[src/design/ctdsf_pkg.sv]
`timescale 1ns / 1ps
// ----------------------------------------------------------------------------
// ctdsf_pkg
// shared types, constants, decimal split and segment encode helpers for the
// time/date segment formatter
// ----------------------------------------------------------------------------
package ctdsf_pkg;

    typedef enum logic [1:0] {
        HF_24H       = 2'd0,
        HF_12H       = 2'd1,
        HF_12H_BLANK = 2'd2
    } hour_format_t;

    localparam logic CFG_HOUR_FORMAT = 1'b0;
    localparam logic CFG_DATE_ORDER  = 1'b1;

    localparam logic MODE_TIME = 1'b0;
    localparam logic MODE_DATE = 1'b1;

    localparam logic ORDER_DMY = 1'b0;

    localparam logic [4:0] HOUR_NOON = 5'd12;
    localparam logic [5:0] DATE_DOTS = 6'b010100;
    localparam logic [7:0] DOT_BIT   = 8'h01;
    localparam logic [7:0] SEG_BLANK = 8'h00;

    localparam logic [7:0] SEG_TABLE [10] = '{
        8'b11111100, 8'b01100000, 8'b11011010, 8'b11110010, 8'b01100110,
        8'b10110110, 8'b10111110, 8'b11100000, 8'b11111110, 8'b11110110
    };

    typedef struct packed {
        logic       blank_en;
        logic [5:0] top;
        logic [5:0] mid;
        logic [6:0] low;
        logic [5:0] dots;
    } split_stage_t;

    typedef struct packed {
        logic       blank_en;
        logic [3:0] top_tens;
        logic [3:0] top_ones;
        logic [3:0] mid_tens;
        logic [3:0] mid_ones;
        logic [3:0] low_tens;
        logic [3:0] low_ones;
        logic [5:0] dots;
    } digit_stage_t;

    // tens digit of a 7-bit value by reciprocal multiply
    function automatic logic [3:0] div10(input logic [6:0] v);
        logic [14:0] p;
        p = {8'd0, v} * 15'd205;
        return p[14:11];
    endfunction

    function automatic logic [3:0] mod10(input logic [6:0] v, input logic [3:0] tens);
        logic [6:0] r;
        r = v - ({3'd0, tens} * 7'd10);
        return r[3:0];
    endfunction

    function automatic logic [7:0] encode_digit(input logic [3:0] d);
        return (d < 4'd10) ? SEG_TABLE[d] : SEG_BLANK;
    endfunction

endpackage

[src/design/clock_time_date_segment_formatter.sv]
`timescale 1ns / 1ps
// ----------------------------------------------------------------------------
// clock_time_date_segment_formatter
// Turns a time (hours, minutes, seconds) or a date (day, month, year) into
// six seven-segment bytes, segment a at bit 7 and the dot at bit 0. Each
// transaction passes three register stages (hour conversion and field
// selection, decimal split, segment encode), and a result is offered once the
// segment encode stage holds it. A new transaction is taken every cycle while
// the output side keeps up; a stall holds each occupied stage while empty
// stages fill. Configuration must be written through cfg_we/cfg_index/cfg_data
// only while no transaction is in flight; the block does not enforce it.
// ----------------------------------------------------------------------------
module clock_time_date_segment_formatter
    import ctdsf_pkg::*;
(
    input  logic       clk,
    input  logic       rst_n,
    input  logic       cfg_we,
    input  logic       cfg_index,
    input  logic [1:0] cfg_data,
    input  logic       in_valid,
    output logic       in_ready,
    input  logic       mode,
    input  logic [4:0] high_value,
    input  logic [5:0] mid_value,
    input  logic [6:0] low_value,
    input  logic [5:0] dot_mask,
    output logic       out_valid,
    input  logic       out_ready,
    output logic [7:0] digit0,
    output logic [7:0] digit1,
    output logic [7:0] digit2,
    output logic [7:0] digit3,
    output logic [7:0] digit4,
    output logic [7:0] digit5
);

    logic [1:0]   hour_format_reg;
    logic         date_order_reg;

    logic         s1_valid_reg;
    split_stage_t s1_reg;
    split_stage_t s1_next;
    logic         s2_valid_reg;
    digit_stage_t s2_reg;
    digit_stage_t s2_next;
    logic         s3_valid_reg;
    logic [7:0]   dig_reg [6];
    logic [7:0]   dig_next [6];

    logic         s1_ready;
    logic         s2_ready;
    logic         s3_ready;
    logic [4:0]   hour;

    // configuration registers
    always_ff @(posedge clk or negedge rst_n)
    begin
        if (!rst_n)
        begin
            hour_format_reg <= HF_24H;
            date_order_reg  <= ORDER_DMY;
        end
        else if (cfg_we)
        begin
            case (cfg_index)
                CFG_HOUR_FORMAT: hour_format_reg <= cfg_data;
                CFG_DATE_ORDER:  date_order_reg  <= cfg_data[0];
                default:         ;
            endcase
        end
    end

    assign s3_ready = !s3_valid_reg || out_ready;
    assign s2_ready = !s2_valid_reg || s3_ready;
    assign s1_ready = !s1_valid_reg || s2_ready;
    assign in_ready = s1_ready;

    // stage 1: hour conversion and field selection
    always_comb
    begin
        hour = high_value;
        if (hour_format_reg != HF_24H)
        begin
            if (high_value > HOUR_NOON)
                hour = high_value - HOUR_NOON;
            else if (high_value == 5'd0)
                hour = HOUR_NOON;
        end
        s1_next.low = low_value;
        if (mode == MODE_TIME)
        begin
            s1_next.blank_en = (hour_format_reg == HF_12H_BLANK);
            s1_next.top      = {1'b0, hour};
            s1_next.mid      = mid_value;
            s1_next.dots     = dot_mask;
        end
        else
        begin
            s1_next.blank_en = 1'b0;
            s1_next.top      = (date_order_reg == ORDER_DMY) ? {1'b0, high_value} : mid_value;
            s1_next.mid      = (date_order_reg == ORDER_DMY) ? mid_value : {1'b0, high_value};
            s1_next.dots     = DATE_DOTS;
        end
    end

    // stage 2: tens and ones digits
    always_comb
    begin
        s2_next.blank_en = s1_reg.blank_en;
        s2_next.dots     = s1_reg.dots;
        s2_next.top_tens = div10({1'b0, s1_reg.top});
        s2_next.mid_tens = div10({1'b0, s1_reg.mid});
        s2_next.low_tens = div10(s1_reg.low);
        s2_next.top_ones = mod10({1'b0, s1_reg.top}, s2_next.top_tens);
        s2_next.mid_ones = mod10({1'b0, s1_reg.mid}, s2_next.mid_tens);
        s2_next.low_ones = mod10(s1_reg.low, s2_next.low_tens);
    end

    // stage 3: segment encode, dots, leading blank
    always_comb
    begin
        dig_next[0] = encode_digit(s2_reg.low_ones);
        dig_next[1] = encode_digit(s2_reg.low_tens);
        dig_next[2] = encode_digit(s2_reg.mid_ones);
        dig_next[3] = encode_digit(s2_reg.mid_tens);
        dig_next[4] = encode_digit(s2_reg.top_ones);
        dig_next[5] = encode_digit(s2_reg.top_tens);
        for (int k = 0; k < 6; k++)
        begin
            if (s2_reg.dots[k])
                dig_next[k] = dig_next[k] | DOT_BIT;
        end
        if (s2_reg.blank_en && (s2_reg.top_tens == 4'd0))
            dig_next[5] = SEG_BLANK;
    end

    always_ff @(posedge clk or negedge rst_n)
    begin
        if (!rst_n)
        begin
            s1_valid_reg <= 1'b0;
            s2_valid_reg <= 1'b0;
            s3_valid_reg <= 1'b0;
        end
        else
        begin
            if (s1_ready)
                s1_valid_reg <= in_valid;
            if (s2_ready)
                s2_valid_reg <= s1_valid_reg;
            if (s3_ready)
                s3_valid_reg <= s2_valid_reg;
        end
    end

    always_ff @(posedge clk)
    begin
        if (s1_ready && in_valid)
            s1_reg <= s1_next;
        if (s2_ready && s1_valid_reg)
            s2_reg <= s2_next;
        if (s3_ready && s2_valid_reg)
            dig_reg <= dig_next;
    end

    assign out_valid = s3_valid_reg;
    assign digit0    = dig_reg[0];
    assign digit1    = dig_reg[1];
    assign digit2    = dig_reg[2];
    assign digit3    = dig_reg[3];
    assign digit4    = dig_reg[4];
    assign digit5    = dig_reg[5];

endmodule
[config.mk]
export PLATFORM = sky130hd
export DESIGN_NAME = clock_time_date_segment_formatter
export DESIGN_NICKNAME = d
export VERILOG_FILES = /design/src/design/ctdsf_pkg.sv /design/src/design/clock_time_date_segment_formatter.sv
export SDC_FILE = /design/constraint.sdc
export NUM_CORES = 1
export LEC_CHECK = 0
export ABC_AREA = 1
export BUFFER_PORTS_ARGS = -buffer_cell sky130_fd_sc_hd__clkbuf_2
export CORE_MARGIN = 2
export CORE_UTILIZATION = 45
export DETAILED_ROUTE_END_ITERATION = 8
export GPL_TIMING_DRIVEN = 0
export MAX_ROUTING_LAYER = met4
export SYNTH_ARGS = -nofsm -noshare
export SYNTH_HDL_FRONTEND = slang
export SYNTH_SLANG_ARGS = --single-unit
[constraint.sdc]
create_clock -name clk -period 6.9 [get_ports clk]
set_input_delay 0.69 -clock clk [delete_from_list [all_inputs] [get_ports clk]]
set_output_delay 0.69 -clock clk [all_outputs]
set_load 0.05 [all_outputs]
==> results of run 1 <==
metrics by stage:
step	total power, mW	setup WS [ns]	hold slack (ns)	util (%)	cells
after floorplan	2.32	2.83	0.394	-	687
after global placement	2.62	2.37	0.402	50.8	980
after detailed placement	2.67	2.51	0.405	51.0	981
after CTS	3.21	2.49	0.155	52.9	997
after global routing	3.46	2.21	0.163	52.9	997
final	3.18	2.51	0.168	52.9	997
routing by layer:
layer | up-vias | GRT usage [%] | wire length, um
li1 | 2431 | - | -
met5 | - | - | 0
met4 | 0 | 5.95 | 233
met3 | 18 | 2.44 | 453
met1 | 2108 | 21.1 | 6060
met2 | 103 | 26.1 | 5690
power groups by stage:
stage	logic, mW	clock network (mW)	registers [mW]
6_report	1.52	0.529	1.13
5_1_grt	1.73	0.568	1.16
4_1_cts	1.53	0.543	1.14
3_5_place_dp	1.52	0	1.15
3_3_place_gp	1.47	0	1.15
2_1_floorplan	0.828	0	1.50
cell type report:
type,count,area [um2]
clock buffers,10,229
clock inverters,6,70.1
plain buffers,3,11.3
repair buffers,83,430
multi-input cells,420,3280
fillers,1365,7210
inverters,155,582
well taps,211,264
flip-flops and latches,109,3240
worst max-delay path: cells and delay by family, from the launching register on:
family                   cells  cell delay [ns]
AO/OA/AOI/OAI                2             0.38
XOR/XNOR                     1             0.18
adder cells (fa/ha/maj)      7             2.20
buffers and inverters        2             0.10
flip-flops                   1             0.53
AND/OR/NAND/NOR              7             0.78
cell families (layout without fill, tap and decap cells):
| logic type | after synthesis | count (layout) | synth area share, % |
|---|---|---|---|
| AOI/OAI and AO/OA | 89 | 89 | 6.68 |
| buffers and inverters | 158 | 257 | 8.35 |
| and+or+nand+nor | 180 | 180 | 10.6 |
| DFF | 109 | 109 | 45.7 |
| xor gates and xnor gates | 9 | 9 | 1.22 |
| adders and majority gates | 142 | 142 | 27.4 |
worst paths after layout:
check | cells past startpoint | endpoint | from | slack, ns
max in group asynchronous | 1 | s2_valid_reg$_DFFE_PN0P_ | rst_n | 6.56
worst max register to register | 19 | s2_reg[9]$_DFFE_PP_ | s1_reg[9]$_DFFE_PP_ | 2.51
worst min-delay path | 1 | date_order_reg$_DFFE_PN0P_ | rst_n | 0.17
worst max-delay path | 19 | s2_reg[9]$_DFFE_PP_ | s1_reg[9]$_DFFE_PP_ | 2.51
worst min register to register | 0 | s2_reg[5]$_DFFE_PP_ | s1_reg[5]$_SDFFCE_PP0P_ | 0.42
min in group clk | 0 | s2_reg[5]$_DFFE_PP_ | s1_reg[5]$_SDFFCE_PP0P_ | 0.42
synth_stat cells, drive strengths merged:
master | n | area share (%)
a211oi | 4 | 0.42
a21o | 2 | 0.21
a21oi | 27 | 1.9
a31oi | 6 | 0.53
clkbuf | 3 | 0.16
dfrtp | 6 | 2.1
edfxtp | 103 | 44
fa | 23 | 6.5
ha | 119 | 21
inv | 155 | 8.2
nand2 | 97 | 5.1
nand3 | 20 | 1.6
nand3b | 1 | 0.11
nand4 | 2 | 0.18
nor2 | 50 | 2.7
nor3 | 2 | 0.30
o211ai | 1 | 0.11
o21a | 1 | 0.11
o21ai | 47 | 3.3
o22ai | 1 | 0.088
or2 | 8 | 0.70
xnor2 | 4 | 0.49
xor2 | 5 | 0.72
==> impl_metrics.json, run 1 <==
{
  "cts_tree": "done",
  "cts.path.max_buffers": 2,
  "netlist_area_um2": 7100,
  "cellLeakagePower_nw": 4.08,
  "fp.dieH_um": 130,
  "avgSynthCellArea_um2": 10.3,
  "post_drt_wl_per_cell_um": 12.5,
  "gr-total-overflow": 0,
  "ys_seq_elements": 109,
  "rows": 45,
  "cts_setup_buffers": 0,
  "maxSlewHeadroom_pct": 22.1,
  "syn_inst": 687,
  "min_period_over_period_pct": 63.6,
  "gp_congestion": 0.862,
  "power_density_nw_per_um2": 392,
  "drv_cap": 0,
  "antenna_found_initial": 0,
  "hp-class": "in2async",
  "hpwl_um": 9910,
  "combPwrFrac_pct": 47.7,
  "track_usage_pct": 16.3,
  "start_kind": "register",
  "rsz0062_at_grt": "false",
  "ir_worst_vdd_uv": 208,
  "layout_commonest_cell": "inv_1",
  "pwr-share-clk_pct": 16.6,
  "io_buffers": 82,
  "drive_above_1_share_pct": 14.4,
  "cp_slowest_cell": "edfxtp_1",
  "ys_types": 29,
  "p_seq_share_pct": 35.7,
  "arrival_ns": 4.50,
  "critPathKind": "reg2reg",
  "fin_nets": 956,
  "layout_common_cells": "inv_1, ha_1, edfxtp_1, nand2_1, clkbuf_2",
  "via_count": 4660,
  "drt-pass1-iter-count": 4,
  "clk_latency_ns": 0.35,
  "hold_viol": 0,
  "cts_resized": 0,
  "intPower_mw": 1.77,
  "place_area_um2": 7810,
  "tightest_slew_ns": 1.17,
  "ctsHoldBuffers": 0,
  "first_iter_violations": 237,
  "required_ns": 7.01,
  "synth_nets": 862,
  "antenna_cells": 0,
  "largest_register_ffs": 29,
  "start_util_pct": 46.4,
  "dieArea_um2": 16800,
  "design_area_um2": 8110,
  "ys_seq_area_share_pct": 45.7,
  "vias_per_cell": 4.67,
  "cpPeakStageDelay_ns": 0.53,
  "switching_share_pct": 44.2,
  "ant_nets": 0,
  "tns_ns": 0,
  "crit_top_cell": "ha_1",
  "h-tree-depth": 3,
  "wl_um": 12400,
  "status": "completed",
  "clock.fmax_mhz": 228,
  "grt_pass1_vias": 4544,
  "areaGrowthSynthToFinish_pct": 14.1,
  "clk_pin_slew_ns": 0.08,
  "report.final.setup_viol": 0,
  "path_cells": "ha_1 -> ha_1 -> or2_2 -> fa_1 -> ha_1 -> ha_1 -> a21oi_1 -> o21a_1 -> nand3_1 -> nand2_1 -> inv_1 -> ha_1 -> fa_1 -> xor2_1 -> nand3_1 -> nand2_1 -> nand2_1 -> nand2_1 -> inv_1",
  "cts_buffers": 9,
  "fin_crit_ns": 4.39,
  "p_switching_mw": 1.40,
  "drt_drc_violations_left": 0,
  "die_x_um": 130,
  "cts_sinks": 109,
  "yosysWarnings": 0,
  "clock_skew_ns": 0.00739,
  "crit_fanout": 5,
  "end_kind": "register",
  "cts-root-buf": "clkbuf_16",
  "finalMaxSlewViolations": 0,
  "grt_max_degree": 30,
  "grt_pass1_wl_um": 20700,
  "coreArea_um2": 15300,
  "io_pins": 83
}
No activity file was read; power rests on OpenSTA's default activity.
==> run 2, diff against run 1 <==
- PLACE_DENSITY: default -> 0.67
- clock period: 6.9 -> 4 ns (I/O delays scaled with it)
==> impl_metrics.json, run 2 (same netlist as run 1, synthesis figures left out) <==
{
  "io_buffers": 82,
  "reg2reg_setup_slack_ns": -0.21,
  "fin_crit_ns": 4.21,
  "grt_pass1_wl_um": 21300,
  "vias_per_cell": 4.67,
  "largest_register_ffs": 29,
  "clk_latency_ns": 0.36,
  "finalMaxSlewViolations": 0,
  "via_count": 4852,
  "fillers": 1312,
  "r2r_cells": 21,
  "cts-root-buf": "clkbuf_16",
  "first_iter_violations": 271,
  "required_ns": 4.13,
  "die_x_um": 130,
  "h-tree-depth": 3,
  "cts_tree": "done",
  "hold_viol": 0,
  "wl_um": 13200,
  "rsz0062_at_grt": "true",
  "dieArea_um2": 16800,
  "power_density_nw_per_um2": 671,
  "drt-pass1-iter-count": 4,
  "cpPeakStageDelay_ns": 0.52,
  "min_period_over_period_pct": 105,
  "setup_ws_ns": -0.206,
  "track_usage_pct": 16.6,
  "gp_congestion": 0.852,
  "coreArea_um2": 15300,
  "pre_cts_slack_ns": -0.287,
  "path_cells": "ha_4 -> inv_1 -> fa_2 -> inv_2 -> fa_1 -> ha_1 -> ha_1 -> nand2_1 -> o21a_1 -> nand2_2 -> nand2_2 -> nand2_2 -> inv_2 -> ha_4 -> fa_2 -> xor2_2 -> inv_1 -> nand2_1 -> nand3_1 -> nand2_1 -> inv_1",
  "cp_slowest_cell": "edfxtp_1",
  "report.final.setup_viol": 1,
  "place_area_um2": 7840,
  "hpwl_um": 9480,
  "ant_nets": 0,
  "rows": 45,
  "power_mw": 5.94,
  "cp.depth": 21,
  "fin_nets": 996,
  "post_drt_wl_per_cell_um": 12.8,
  "critPathBufInv": 5,
  "end_kind": "register",
  "cts_buffers": 9,
  "clock_skew_ns": 0.00825,
  "hp-class": "in2reg",
  "drive_above_1_share_pct": 26.0,
  "fp.dieH_um": 130,
  "tightest_slew_ns": 1.04,
  "maxSlewHeadroom_pct": 30.9,
  "crit_family": "adder cells",
  "gr-total-overflow": 0,
  "areaGrowthSynthToFinish_pct": 24.5,
  "cts_sinks": 109,
  "grt_max_degree": 32,
  "cts.path.max_buffers": 2,
  "start_util_pct": 46.4,
  "drv_cap": 0,
  "start_kind": "register",
  "clk_pin_slew_ns": 0.08,
  "arrival_ns": 4.33,
  "critPathKind": "reg2reg",
  "min_path_cells": 1,
  "layout_common_cells": "inv_1, edfxtp_1, ha_1, nand2_1, clkbuf_2",
  "sequential_cell_area_um2": 3240,
  "cellLeakagePower_nw": 4.29,
  "violations": "setup timing",
  "design_area_um2": 8840,
  "grt_pass1_vias": 4687,
  "multi_input_area_um2": 3690,
  "layout_commonest_cell": "inv_1",
  "clock.fmax_mhz": 238,
  "status": "finished with violations",
  "io_pins": 83,
  "antenna_found_initial": 1,
  "crit_fanout": 3,
  "ir_worst_vdd_uv": 264,
  "drt_drc_violations_left": 0
}
[run 2: power by group]
part	switching [mW]	internal, mW
Clock	0.445	0.438
Combinational	2.01	1.10
Sequential	0.172	1.77
[run 2: final timing paths]
kind / from / to
worst max-delay path: s1_reg[8]$_DFFE_PP_ / s2_reg[9]$_DFFE_PP_
worst min-delay path: low_value[0] / s1_reg[6]$_DFFE_PP_
worst max register to register: s1_reg[8]$_DFFE_PP_ / s2_reg[9]$_DFFE_PP_
worst min register to register: s1_reg[3]$_SDFFCE_PP0P_ / s2_reg[3]$_DFFE_PP_
max in group asynchronous: rst_n / s1_valid_reg$_DFFE_PN0N_
min in group asynchronous: rst_n / hour_format_reg[0]$_DFFE_PN0P_
[run 2: metal layers]
| layer | track usage [%] | routed length, um | share of wire (%) |
|---|---|---|---|
| met4 | 6.20 | 162 | 1.2 |
| met3 | 3.67 | 492 | 3.7 |
| met5 | - | 0 | 0 |
| met1 | 20.3 | 5820 | 44 |
| met2 | 27.2 | 6770 | 51 |
[run 2: cell type report]
type                       instances  area share, %
timing repair buffer             123           8.52
clock inverter                     7          0.835
inverter                         155           6.58
buffer                             3          0.127
multi-input combinational        420           41.7
clock buffer                       9           2.55
tap                              211           2.99
sequential                       109           36.7
antenna                            1         0.0283
[run 2: stage by stage]
step	std cells	util (%)	setup TNS (ns)	hold slack (ns)
2_1_floorplan	687	-	0	0.104
3_3_place_gp	980	51.0	-29.33	0.231
3_5_place_dp	981	51.2	-0.393	0.234
4_1_cts	1018	55.1	-0.167	0.192
5_1_grt	1038	57.7	-0.548	0.201
6_report	1038	57.7	-0.206	0.205
[run 2: what timing repair did]
item	4_1_cts	5_1_grt
setup endpoints to repair	4	4
pin swaps	18	20
resized for setup	21	37
hold endpoints to repair	6	0
hold buffers	1	0
setup buffers	20	18
